[src/life_automaton_step_assert.svh]
// Assertion macros for the life_automaton_step block.
// Included by the top level; the macros expect clk and rst_n in scope.
`ifndef LIFE_AUTOMATON_STEP_ASSERT_SVH
`define LIFE_AUTOMATON_STEP_ASSERT_SVH

// The consequent must hold in the same cycle as the antecedent.
`define LAS_ASSERT_SAME(label, ante, cons, msg) \
  label: assert property (@(posedge clk) disable iff (!rst_n) (ante) |-> (cons)) \
    else $error(msg);

// The consequent must hold in the cycle after the antecedent.
`define LAS_ASSERT_NEXT(label, ante, cons, msg) \
  label: assert property (@(posedge clk) disable iff (!rst_n) (ante) |=> (cons)) \
    else $error(msg);

`endif

[src/life_pkg.sv]
// Shared types and constants for the life_automaton_step block.
// Used by life_ctrl, life_dp and the top level; depends on nothing.
package life_pkg;

  localparam int X_CELLS_DEF = 64;
  localparam int Y_CELLS_DEF = 64;
  localparam int OP_W        = 2;
  localparam int COORD_W     = 6;

  typedef enum logic [OP_W-1:0] {
    OP_WRITE = 2'd0,
    OP_STEP  = 2'd1,
    OP_READ  = 2'd2,
    OP_NONE  = 2'd3
  } op_t;

  // Neighbor counts of the generation rule.
  localparam logic [3:0] SURVIVE_LO = 4'd2;
  localparam logic [3:0] SURVIVE_HI = 4'd3;
  localparam logic [3:0] BIRTH_CNT  = 4'd3;

  typedef struct packed {
    logic ld_req;
    logic rd_acc;
    logic rd_last;
    logic rd_first;
    logic rd_next;
    logic wr_clr;
    logic wr_acc;
    logic wr_gen;
    logic ld_prev;
    logic ld_cur;
    logic res_ld;
    logic row_clr;
    logic row_inc;
    logic out_ld;
  } life_cmd_t;

  typedef struct packed {
    op_t  op;
    logic in_range;
    logic row_last;
  } life_sts_t;

endpackage

[src/life_ctrl.sv]
// Controller state machine of the life_automaton_step block.
// Depends on life_pkg; drives the datapath life_dp through life_cmd_t.
module life_ctrl
  import life_pkg::*;
(
  input  logic      clk,
  input  logic      rst_n,
  input  logic      in_valid,
  output logic      in_ready,
  output logic      out_valid,
  input  logic      out_ready,
  input  life_sts_t sts,
  output life_cmd_t cmd
);

  typedef enum logic [10:0] {
    S_CLEAR    = 11'b00000000001,
    S_IDLE     = 11'b00000000010,
    S_DISPATCH = 11'b00000000100,
    S_ACC_RD   = 11'b00000001000,
    S_ACC_DATA = 11'b00000010000,
    S_G_LAST   = 11'b00000100000,
    S_G_FIRST  = 11'b00001000000,
    S_G_LOAD   = 11'b00010000000,
    S_G_RD     = 11'b00100000000,
    S_G_WR     = 11'b01000000000,
    S_DONE     = 11'b10000000000
  } state_t;

  state_t state_r, state_nxt;
  logic   out_valid_r, out_valid_nxt;
  logic   out_free;

  assign in_ready  = (state_r == S_IDLE);
  assign out_valid = out_valid_r;
  assign out_free  = !out_valid_r || out_ready;

  always_comb begin
    state_nxt = state_r;
    cmd       = '0;
    case (state_r)
      S_CLEAR: begin
        cmd.wr_clr = 1'b1;
        if (sts.row_last) begin
          cmd.row_clr = 1'b1;
          state_nxt   = S_IDLE;
        end else begin
          cmd.row_inc = 1'b1;
        end
      end
      S_IDLE: begin
        if (in_valid) begin
          cmd.ld_req = 1'b1;
          state_nxt  = S_DISPATCH;
        end
      end
      S_DISPATCH: begin
        case (sts.op)
          OP_WRITE, OP_READ: state_nxt = sts.in_range ? S_ACC_RD : S_DONE;
          OP_STEP:           state_nxt = S_G_LAST;
          default:           state_nxt = S_DONE;
        endcase
      end
      S_ACC_RD: begin
        cmd.rd_acc = 1'b1;
        state_nxt  = S_ACC_DATA;
      end
      S_ACC_DATA: begin
        cmd.res_ld = 1'b1;
        cmd.wr_acc = (sts.op == OP_WRITE);
        state_nxt  = S_DONE;
      end
      S_G_LAST: begin
        cmd.rd_last = 1'b1;
        state_nxt   = S_G_FIRST;
      end
      S_G_FIRST: begin
        cmd.rd_first = 1'b1;
        cmd.ld_prev  = 1'b1;
        state_nxt    = S_G_LOAD;
      end
      S_G_LOAD: begin
        cmd.ld_cur  = 1'b1;
        cmd.row_clr = 1'b1;
        state_nxt   = S_G_RD;
      end
      S_G_RD: begin
        // The last row takes its lower neighbor from the saved first row.
        cmd.rd_next = !sts.row_last;
        state_nxt   = S_G_WR;
      end
      S_G_WR: begin
        cmd.wr_gen = 1'b1;
        if (sts.row_last) begin
          cmd.row_clr = 1'b1;
          state_nxt   = S_DONE;
        end else begin
          cmd.row_inc = 1'b1;
          state_nxt   = S_G_RD;
        end
      end
      S_DONE: begin
        if (out_free) begin
          cmd.out_ld = 1'b1;
          state_nxt  = S_IDLE;
        end
      end
      default: state_nxt = S_IDLE;
    endcase
  end

  always_comb begin
    out_valid_nxt = out_valid_r;
    if (cmd.out_ld) begin
      out_valid_nxt = 1'b1;
    end else if (out_ready) begin
      out_valid_nxt = 1'b0;
    end
  end

  always_ff @(posedge clk) begin
    if (!rst_n) begin
      state_r     <= S_CLEAR;
      out_valid_r <= 1'b0;
    end else begin
      state_r     <= state_nxt;
      out_valid_r <= out_valid_nxt;
    end
  end

endmodule

[config.mk]
export PLATFORM = sky130hd
export DESIGN_NAME = life_ctrl
export DESIGN_NICKNAME = d
export VERILOG_FILES = /design/src/life_automaton_step_assert.svh /design/src/life_pkg.sv /design/src/life_ctrl.sv
export SDC_FILE = /design/constraint.sdc
export NUM_CORES = 1
export LEC_CHECK = 0
export BUFFER_PORTS_ARGS = -buffer_cell sky130_fd_sc_hd__buf_4
export CORE_MARGIN = 3
export CORE_UTILIZATION = 35
export DETAILED_ROUTE_END_ITERATION = 8
export PLACE_DENSITY = 0.67
export SLEW_MARGIN = 20
export SYNTH_ARGS = -nofsm -noshare
export SYNTH_HDL_FRONTEND = slang
export SYNTH_SLANG_ARGS = --single-unit
[constraint.sdc]
create_clock -name clk -period 4.2 [get_ports clk]
set_input_delay 0.21 -clock clk [delete_from_list [all_inputs] [get_ports clk]]
set_output_delay 0.21 -clock clk [all_outputs]
set_load 0.01 [all_outputs]
==> results.yml <==
clocking:
  ctsHoldBuffers: 0
  clock_latency_ps: 280
  numCtsBuffers: 3
  cts.sinks: 12
  cts_resized: 0
  cts_setup_buffers: 0
  clkTransAtPathRegs_ps: 70
  cts_root_buffer: "clkbuf_4"
  clk_path_buf_depth: 2
  tritoncts: "yes"
  htreeDepth: 1
logic_synthesis:
  synth_xor_area_share_pct: 1.10
  yosysSeqAreaShare_pct: 30.3
  synthArstFlopShare_pct: 0
  syn_area_per_cell_um2: 8.26
  synth_compound_area_share_pct: 11.7
  synth_mux_area_share_pct: 0
  ys_types: 40
  syn_nets: 104
  synth_edf_count: 0
  yosys.area_share.simple_pct: 50.8
  synthFlopType: "dfxtp_1"
  synth_top_family_by_area: "simple AND/OR/NAND/NOR gates"
  synth_warnings: 0
  netlist_instances: 96
  syn_area_um2: 793
  synthAdderAreaFrac_pct: 0
  synth_seq_cells: 12
cells_and_area:
  fill_cells: 204
  layoutNonFillerInstCount: 147
  post-route-util_pct: 49.3
  drive_above_1_share_pct: 30.8
  nNetsFinal: 129
  area_growth_pct: 28.2
  antennaDiodeCount: 0
  fin_area_um2: 1020
setup_path:
  slowest_stage: "nor4_4"
  cp.arrival_ps: 1960
  rr_startpoint: "state_r[4]"
  rr_worst_depth: 4
  r2r_end: "state_r[8]"
  reg2reg_slack_ps: 2490
  worstPathMaxFanout: 8
  cp.depth: 5
  path_cells: "nor4_4 -> nand2_4 -> or3_1 -> nor2_1 -> buf_4"
  critPathCaptureType: "primary output"
  cp-start-kind: "register"
  setup.worst_path.start: "state_r[2]"
  crit_type: "reg -> out"
  crit_family: "simple AND/OR/NAND/NOR gates"
  required_ps: 3990
  path_buf_inv: 1
  cp_slowest_stage_delay_ps: 540
  setup.worst_path.end: "cmd[10]"
timing:
  slew_headroom_pct: 64.6
  final-max-slew-violation-count: 0
  clock.fmax_mhz: 461
  finalSetupTns_ps: 0
  rsz0062_at_grt: "no"
  period_minus_slack_ps: 2170
  hold_violations: 0
  period_share_pct: 51.6
  worstMarginPinSlew_ps: 528
  skew_ps: 2.53
  setup_viol: 0
die:
  initial_utilization_pct: 38.5
  die_height_um: 53.6
  std_cell_rows: 16
  die_area_um2: 2870
  die_w_um: 53.6
  ios: 24
  coreArea_um2: 2060
global_routing:
  grt_max_degree: 11
  grt_pass1_vias: 723
  grt_pass1_wl_um: 3130
  track_usage_pct: 15.3
  antenna_found_initial: 0
  overflow: 0
run:
  maxCapViolCount: 0
drt:
  avgRoutedWirePerCell_um: 13.0
  drc: 0
  drt-total-wl_um: 1920
  vias_per_cell: 5.48
  dr.pass1.iters: 4
  ant_nets: 0
  first_iter_violations: 19
  vias: 806
power_and_ir_drop:
  p_per_area_nw_per_um2: 249
  peakVddDrop_v: 0.000144
  p_leak_uw: 0.000493
run_status:
  status: "finished clean"
placed_design:
  gp_congestion: 0.900
  io_buffers: 23
  dp_hpwl_um: 1490
  placedCellCount: 143
  placed_cell_area_um2: 981
hold_path:
  min_path_type: "in -> reg"
==> per-layer routing <==
layer | up-vias | global-route usage [%] | part of all wire (%)
li1 | 395 | - | -
met1 | 378 | 20.4 | 48
met2 | 29 | 21.6 | 44
met3 | 4 | 3.32 | 5.9
met4 | 0 | 10.6 | 2.3
met5 | - | 0 | 0
==> worst min-delay path by stage <==
stage | slack [ps] | endpoint | depth (start not counted) | start
2_1_floorplan | 350 | state_r[3] | 2 | rst_n
4_1_cts | 180 | state_r[5] | 3 | rst_n
3_5_place_dp | 470 | state_r[5] | 3 | rst_n
5_1_grt | 190 | state_r[5] | 3 | rst_n
6_report | 180 | state_r[5] | 3 | rst_n
3_3_place_gp | 470 | state_r[5] | 3 | rst_n
==> sequential cells by signal, summed over array words and instances (netlist names) <==
| signal | flops |
|---|---|
| state_r | 11 |
| out_valid | 1 |
==> tightest hold or removal path, cell delays in order <==
cell	delay, ps
buf_4	80
nand2_1	50
nor2_1	70
==> cells in the final DEF, fill, tap and decap left out, drive strengths merged, types with 2 or more instances in the layout <==
cell type  netlist  routed
a21oi            2       2
and4             2       2
buf              2      23
clkbuf           1       4
dfxtp           12      12
inv              8       8
nand2            5       5
nand2b           5       5
nand3            4       4
nand4            4       4
nand4b           3       3
nor2            15      15
nor2b            3       3
nor3             5       5
nor3b            2       2
nor4             4       4
nor4b            2       2
==> cells by family after synthesis <==
family / Yosys count
simple gates: 60
buf+inv: 11
compound gates: 12
flops: 12
xor+xnor: 1
==> Yosys cell counts, types with 2 or more instances <==
| cell type | n | area [µm²] |
|---|---|---|
| nor2_1 | 15 | 56.3 |
| dfxtp_1 | 12 | 240 |
| inv_1 | 7 | 26.3 |
| nand2b_1 | 5 | 31.3 |
| nand2_1 | 4 | 15.0 |
| nand3_1 | 4 | 20.0 |
| nand4_1 | 3 | 18.8 |
| nand4b_1 | 3 | 26.3 |
| nor2b_1 | 3 | 18.8 |
| nor3_1 | 3 | 15.0 |
| a21oi_1 | 2 | 10.0 |
| and4_1 | 2 | 17.5 |
| buf_4 | 2 | 15.0 |
| nor3_2 | 2 | 20.0 |
| nor3b_1 | 2 | 15.0 |
| nor4_4 | 2 | 42.5 |
| nor4b_1 | 2 | 17.5 |
==> stage by stage <==
stage               power, µW  hold slack, ps  setup WS (ps)
floorplan                 146             348           2380
global placement          162             471           2400
detailed placement        162             466           2350
CTS                       254             179           2030
global route              267             193           1890
finish                    253             176           2030
==> layout make-up <==
class	instances	area, µm²	share of cell area, %
sequential	12	240	23.6
timing repair buffer	23	173	17.0
clock buffer	4	36.3	3.57
multi-input combinational	73	504	49.6
inverter	8	30.0	2.95
tap	27	33.8	3.32
==> where the power goes <==
group	switching [µW]	internal [µW]
clock network	40.1	52.7
registers	4.84	116
logic	19.3	20.1
No activity file was read; power rests on OpenSTA's default activity.
