===== src/life_automaton_step_assert.svh =====
// Assertion macros for the life_automaton_step block.
// Included by the top level; the macros expect clk and rst_n in scope.
`ifndef LIFE_AUTOMATON_STEP_ASSERT_SVH
`define LIFE_AUTOMATON_STEP_ASSERT_SVH

// The consequent must hold in the same cycle as the antecedent.
`define LAS_ASSERT_SAME(label, ante, cons, msg) \
  label: assert property (@(posedge clk) disable iff (!rst_n) (ante) |-> (cons)) \
    else $error(msg);

// The consequent must hold in the cycle after the antecedent.
`define LAS_ASSERT_NEXT(label, ante, cons, msg) \
  label: assert property (@(posedge clk) disable iff (!rst_n) (ante) |=> (cons)) \
    else $error(msg);

`endif


===== src/life_pkg.sv =====
// Shared types and constants for the life_automaton_step block.
// Used by life_ctrl, life_dp and the top level; depends on nothing.
package life_pkg;

  localparam int X_CELLS_DEF = 64;
  localparam int Y_CELLS_DEF = 64;
  localparam int OP_W        = 2;
  localparam int COORD_W     = 6;

  typedef enum logic [OP_W-1:0] {
    OP_WRITE = 2'd0,
    OP_STEP  = 2'd1,
    OP_READ  = 2'd2,
    OP_NONE  = 2'd3
  } op_t;

  // Neighbor counts of the generation rule.
  localparam logic [3:0] SURVIVE_LO = 4'd2;
  localparam logic [3:0] SURVIVE_HI = 4'd3;
  localparam logic [3:0] BIRTH_CNT  = 4'd3;

  typedef struct packed {
    logic ld_req;
    logic rd_acc;
    logic rd_last;
    logic rd_first;
    logic rd_next;
    logic wr_clr;
    logic wr_acc;
    logic wr_gen;
    logic ld_prev;
    logic ld_cur;
    logic res_ld;
    logic row_clr;
    logic row_inc;
    logic out_ld;
  } life_cmd_t;

  typedef struct packed {
    op_t  op;
    logic in_range;
    logic row_last;
  } life_sts_t;

endpackage


===== src/life_dp.sv =====
// Datapath of the life_automaton_step block: the row-wide cell memory,
// the three-row window with the generation rule, and the result registers.
// Depends on life_pkg; controlled by life_ctrl.
module life_dp
  import life_pkg::*;
#(
  parameter int X_CELLS = X_CELLS_DEF,
  parameter int Y_CELLS = Y_CELLS_DEF
)(
  input  logic               clk,
  input  logic               rst_n,
  input  logic [OP_W-1:0]    in_op,
  input  logic [COORD_W-1:0] in_x_index,
  input  logic [COORD_W-1:0] in_y_index,
  input  logic               in_cell_value,
  input  life_cmd_t          cmd,
  output life_sts_t          sts,
  output logic               out_cell_alive,
  output logic               out_step_done
);

  localparam int XW = $clog2(X_CELLS);
  localparam int YW = $clog2(Y_CELLS);

  // One memory row holds all cells that share the first coordinate.
  logic [Y_CELLS-1:0] grid_r [X_CELLS];

  op_t                op_r;
  logic [COORD_W-1:0] x_r;
  logic [COORD_W-1:0] y_r;
  logic               val_r;
  logic [XW-1:0]      row_r;
  logic [Y_CELLS-1:0] rdata_r;
  logic [Y_CELLS-1:0] prev_r;
  logic [Y_CELLS-1:0] cur_r;
  logic [Y_CELLS-1:0] first_r;
  logic               res_alive_r;
  logic               out_cell_alive_r;
  logic               out_step_done_r;

  logic [XW-1:0]      x_addr;
  logic [YW-1:0]      y_sel;
  logic               in_range;
  logic               row_last;
  logic               rd_en;
  logic               wr_en;
  logic [XW-1:0]      rd_addr;
  logic [XW-1:0]      wr_addr;
  logic [Y_CELLS-1:0] wr_data;
  logic [Y_CELLS-1:0] acc_row;
  logic [Y_CELLS-1:0] nxt_row;
  logic [Y_CELLS-1:0] new_row;

  assign x_addr   = XW'(x_r);
  assign y_sel    = YW'(y_r);
  assign in_range = (32'(x_r) < X_CELLS) && (32'(y_r) < Y_CELLS);
  assign row_last = (row_r == XW'(X_CELLS - 1));

  assign sts.op       = op_r;
  assign sts.in_range = in_range;
  assign sts.row_last = row_last;

  always_ff @(posedge clk) begin
    if (cmd.ld_req) begin
      op_r  <= op_t'(in_op);
      x_r   <= in_x_index;
      y_r   <= in_y_index;
      val_r <= in_cell_value;
    end
  end

  always_ff @(posedge clk) begin
    if (!rst_n) begin
      row_r <= '0;
    end else if (cmd.row_clr) begin
      row_r <= '0;
    end else if (cmd.row_inc) begin
      row_r <= row_r + XW'(1);
    end
  end

  always_comb begin
    if (cmd.rd_acc) begin
      rd_addr = x_addr;
    end else if (cmd.rd_last) begin
      rd_addr = XW'(X_CELLS - 1);
    end else if (cmd.rd_first) begin
      rd_addr = '0;
    end else begin
      rd_addr = row_r + XW'(1);
    end
  end

  always_comb begin
    acc_row        = rdata_r;
    acc_row[y_sel] = val_r;
  end

  assign rd_en   = cmd.rd_acc | cmd.rd_last | cmd.rd_first | cmd.rd_next;
  assign wr_en   = cmd.wr_clr | cmd.wr_acc | cmd.wr_gen;
  assign wr_addr = cmd.wr_acc ? x_addr : row_r;
  assign wr_data = cmd.wr_clr ? '0 : (cmd.wr_acc ? acc_row : new_row);

  always_ff @(posedge clk) begin
    if (wr_en) begin
      grid_r[wr_addr] <= wr_data;
    end
    if (rd_en) begin
      rdata_r <= grid_r[rd_addr];
    end
  end

  // Old row below the one being written; the last row wraps to the first.
  assign nxt_row = row_last ? first_r : rdata_r;

  always_ff @(posedge clk) begin
    if (cmd.ld_prev) begin
      prev_r <= rdata_r;
    end else if (cmd.wr_gen) begin
      prev_r <= cur_r;
    end
    if (cmd.ld_cur) begin
      cur_r   <= rdata_r;
      first_r <= rdata_r;
    end else if (cmd.wr_gen) begin
      cur_r <= nxt_row;
    end
  end

  for (genvar j = 0; j < Y_CELLS; j++) begin : g_col
    localparam int JM = (j == 0) ? Y_CELLS - 1 : j - 1;
    localparam int JP = (j == Y_CELLS - 1) ? 0 : j + 1;
    logic [3:0] cnt;
    assign cnt = 4'(prev_r[JM]) + 4'(prev_r[j]) + 4'(prev_r[JP])
               + 4'(cur_r[JM])  + 4'(cur_r[JP])
               + 4'(nxt_row[JM]) + 4'(nxt_row[j]) + 4'(nxt_row[JP]);
    assign new_row[j] = cur_r[j] ? (cnt == SURVIVE_LO || cnt == SURVIVE_HI)
                                 : (cnt == BIRTH_CNT);
  end

  always_ff @(posedge clk) begin
    if (cmd.res_ld) begin
      res_alive_r <= rdata_r[y_sel];
    end
    if (cmd.out_ld) begin
      out_cell_alive_r <= (op_r == OP_READ) && in_range && res_alive_r;
      out_step_done_r  <= (op_r == OP_STEP);
    end
  end

  assign out_cell_alive = out_cell_alive_r;
  assign out_step_done  = out_step_done_r;

endmodule


===== config.mk =====
export PLATFORM = sky130hd
export DESIGN_NAME = life_dp
export DESIGN_NICKNAME = d
export VERILOG_FILES = /design/src/life_automaton_step_assert.svh /design/src/life_pkg.sv /design/src/life_dp.sv
export SDC_FILE = /design/constraint.sdc
export NUM_CORES = 2
export LEC_CHECK = 0
export BUFFER_PORTS_ARGS = -buffer_cell sky130_fd_sc_hd__buf_4
export CAP_MARGIN = 10
export CORE_MARGIN = 5
export CORE_UTILIZATION = 25
export CTS_CLUSTER_DIAMETER = 150
export DETAILED_ROUTE_END_ITERATION = 10
export GPL_TIMING_DRIVEN = 0
export PLACE_DENSITY = 0.5
export SYNTH_ARGS = -nofsm -noshare
export SYNTH_HDL_FRONTEND = slang
export SYNTH_SLANG_ARGS = --single-unit

===== constraint.sdc =====
create_clock -name clk -period 14.4 [get_ports clk]
set_clock_uncertainty 0.2 [all_clocks]
set_input_delay 2.88 -clock clk [delete_from_list [all_inputs] [get_ports clk]]
set_output_delay 2.88 -clock clk [all_outputs]
set_load 0.02 [all_outputs]

==> flow_metrics.env <==
export IMPL_outcome="complete, no violations"
export IMPL_synth_fp_nets=11324
export IMPL_io_buffers=32
export IMPL_yosys_warnings=0
export IMPL_cts_resized=0
export IMPL_reg2reg_from="row_r[1]"
export IMPL_cts_tree="yes"
export IMPL_drc_errors=0
export IMPL_gr_total_overflow=0
export IMPL_die_h_um=861.3
export IMPL_ys_ff_latch=4376
export IMPL_clockBufferDepth=4
export IMPL_drt_pass1_iterations=6
export IMPL_drt_iter0_markers=11969
export IMPL_reg2regPathDepth=16
export IMPL_die_w_um=861.3
export IMPL_avgSynthCellArea_sq_um=16.71
export IMPL_dieArea_sq_mm=0.7419
export IMPL_ys_seq_area_share_pct=72.49
export IMPL_fin_hold_ws_ps=320.8
export IMPL_ioPinCount=37
export IMPL_hold_viol_final=0
export IMPL_vias_per_cell=4.748
export IMPL_preCtsSetupSlack_ps=5380
export IMPL_globalplace_congestion=0.8437
export IMPL_htree_levels=5
export IMPL_grt_pass1_vias=101867
export IMPL_drive_gt1_share_pct=16.53
export IMPL_start_util_pct=25.09
export IMPL_syn_inst=10844
export IMPL_cts_sinks=4376
export IMPL_fin_crit_ps=8218
export IMPL_r2r_slack_ps=6340
export IMPL_syn_cell_area_sq_mm=0.1812
export IMPL_cap_violations=0
export IMPL_start_kind="input pin"
export IMPL_final_cell_area_sq_mm=0.2149
export IMPL_path_max_fanout=10
export IMPL_critPathCaptureType="flip-flop"
export IMPL_wl_mm=589.2
export IMPL_maxSlewHeadroom_pct=3.160
export IMPL_syn_to_final_growth_pct=18.58
export IMPL_antenna_found_initial=90
export IMPL_synth_distinct_cells=67
export IMPL_drv_slew=0
export IMPL_fin_crit_sh_pct=57.07
export IMPL_ant_nets=0
export IMPL_grtUsageTotal_pct=15.41
export IMPL_final_setup_tns_ps=0
export IMPL_layout_commonest_cell="edfxtp_1"
export IMPL_cts_repair_timing_setup_buffer_count=0
export IMPL_ir_worst_vdd_mv=0.1223
export IMPL_crit_required_ps=14990
export IMPL_reg2reg_to="grid_r[58][19]"
export IMPL_rows=312
export IMPL_coreArea_sq_mm=0.7222
export IMPL_clock_fmax_mhz=121.7
export IMPL_wire_per_inst_um=27.23
export IMPL_setup_violations=0
export IMPL_cts_made_buffers=461
export IMPL_vias=102754
export IMPL_min_to="first_r[41]"
export IMPL_holdBufCountCts=0
export IMPL_hp_class="reg -> reg"
export IMPL_dpl_cell_area_sq_mm=0.2001
export IMPL_path_clk_slew_ps=60
export IMPL_synth_edf_count=4370
export IMPL_crit_type="in -> reg"
export IMPL_setup_ws_ps=6182
export IMPL_grt_setup_unrepaired="no"
export IMPL_critPathArrivalTime_ps=8800
export IMPL_ys_flop_type="edfxtp_1"
export IMPL_fillers=71342
export IMPL_p_per_area_mw_per_mm2=168.2
export IMPL_grt_pass1_wl_mm=816.4
export IMPL_final_nets=12097
export IMPL_clk_latency_ps=1040
export IMPL_cts_root_buf="clkbuf_16"
export IMPL_final_cell_mix="edfxtp_1, nand2_1, mux2i_1"
export IMPL_total_leakage_power_uw=0.07107
export IMPL_async_flop_share_pct=0
export IMPL_hp_start="rdata_r[41]"
export IMPL_worst_pin_slew_ps=1443
export IMPL_grt_max_degree=67
export IMPL_dp_hpwl_mm=426.5
export IMPL_min_path_cells=0
==> stage by stage <==
| step | power (uW) | utilization (%) | cells |
|---|---|---|---|
| after floorplan | 21030 | - | 10844 |
| after global placement | 24250 | 26.78 | 20453 |
| after detailed placement | 24670 | 27.71 | 20729 |
| after CTS | 36290 | 29.72 | 21564 |
| after global routing | 37840 | 29.73 | 21580 |
| final | 36150 | 29.75 | 21640 |
==> how the worst max path moves through the flow <==
stage | from | endpoint | slack, ps | cells past startpoint
floorplan | cmd[7] | grid_r[21][0] | 6800 | 5
global placement | cmd[7] | grid_r[16][19] | 1420 | 5
detailed placement | cmd[12] | rdata_r[58] | 5380 | 12
CTS | row_r[1] | grid_r[57][19] | 6300 | 16
global route | row_r[1] | grid_r[59][19] | 6100 | 16
finish | cmd[12] | rdata_r[58] | 6180 | 12
==> Yosys cell counts, types with 3 or more instances <==
cell          n  area (sq um)
mux4_2      446         10040
o32ai_1       4         35.03
a2111oi_0    58         508.0
nand3b_1      6         45.04
inv_1       385          1445
clkbuf_1    239         897.1
buf_6        27         304.0
nor2_1      248         930.9
xnor2_1       4         35.03
a211oi_1    131         983.4
nor3b_1       3         22.52
o21ai_0     228          1141
nor4_1      118         738.2
nor2b_1      11         68.82
nor4b_1       3         26.28
nand2_1    1332          5000
a32oi_1      64         560.5
buf_2       267          1336
edfxtp_1   4370        131200
or2_2         4         25.02
fa_1        256          5125
a31o_2       16         140.1
ha_1        193          2415
a21oi_1     357          1787
mux2_2       28         315.3
a22oi_1     148          1111
mux2i_1     819          8198
dfxtp_1       6         120.1
o221ai_1      6         52.55
nand3_1     426          2132
buf_4        50         375.4
and2_1       17         106.4
nor3_1        6         30.03
or3_1         8         50.05
and4_1       64         560.5
a31oi_1      76         475.5
buf_1        42         157.7
a221oi_1     79         691.9
o22ai_1     243          1520
a311oi_1      5         43.79
nand2b_1      7         43.79
and3_1       10         62.56
==> layout make-up <==
| class | instances | area (sq um) | area share, % |
|---|---|---|---|
| flip-flops and latches | 4376 | 131300 | 61.13 |
| diodes | 74 | 185.2 | 0.08618 |
| repair buffers | 310 | 5643 | 2.626 |
| multi-input cells | 5457 | 46660 | 21.72 |
| clock inverters | 276 | 2476 | 1.152 |
| inverters | 385 | 1445 | 0.6726 |
| plain buffers | 626 | 3080 | 1.434 |
| clock buffers | 559 | 12050 | 5.609 |
| well taps | 9577 | 11980 | 5.577 |
==> critical path: stages <==
cell and delay, ps:
buf_4 130, buf_4 180, nor2b_4 130, a21oi_1 610
buf_2 300, buf_4 450, buf_4 450, buf_2 530
buf_2 920, nand2_1 270, a311oi_1 1260, and4_1 550
==> per-layer routing <==
metal  global-route usage (%)  up-vias  part of all wire [%]
li1                         -    43993                     -
met5                        0        -                 0.031
met2                    24.95     3966                    47
met3                    3.010      921                   7.9
met1                    20.73    53844                    42
met4                    5.152       30                   3.6
==> state kept, by name (all words and copies together) (netlist names) <==
| signal | flops |
|---|---|
| cur_r | 64 |
| first_r | 64 |
| grid_r | 4096 |
| op_r | 2 |
| out_cell_alive | 1 |
| out_step_done | 1 |
| prev_r | 64 |
| rdata_r | 64 |
| res_alive_r | 1 |
| row_r | 6 |
| val_r | 1 |
| x_addr | 6 |
| y_r | 6 |
==> report_power, final <==
group	internal [uW]	total, uW	switching (uW)	leakage (uW)
combinational	2580	8380	5810	0.0236
clock	6590	11700	5080	0.00712
sequential	15800	16100	248	0.0403
==> logic make-up (layout without fill, tap and decap cells) <==
family	after synthesis	count (layout)	share of synthesized area [%]
XOR/XNOR	7	7	0.03798
adder cells (fa/ha/maj)	449	449	4.161
AO/OA/AOI/OAI	1432	1432	5.090
flip-flops	4376	4376	72.49
multiplexers	1293	1293	10.24
buffers and inverters	1011	2156	2.495
other	1	75	0.002070
AND/OR/NAND/NOR	2275	2275	5.484
Power figures use the tool's default switching activity.
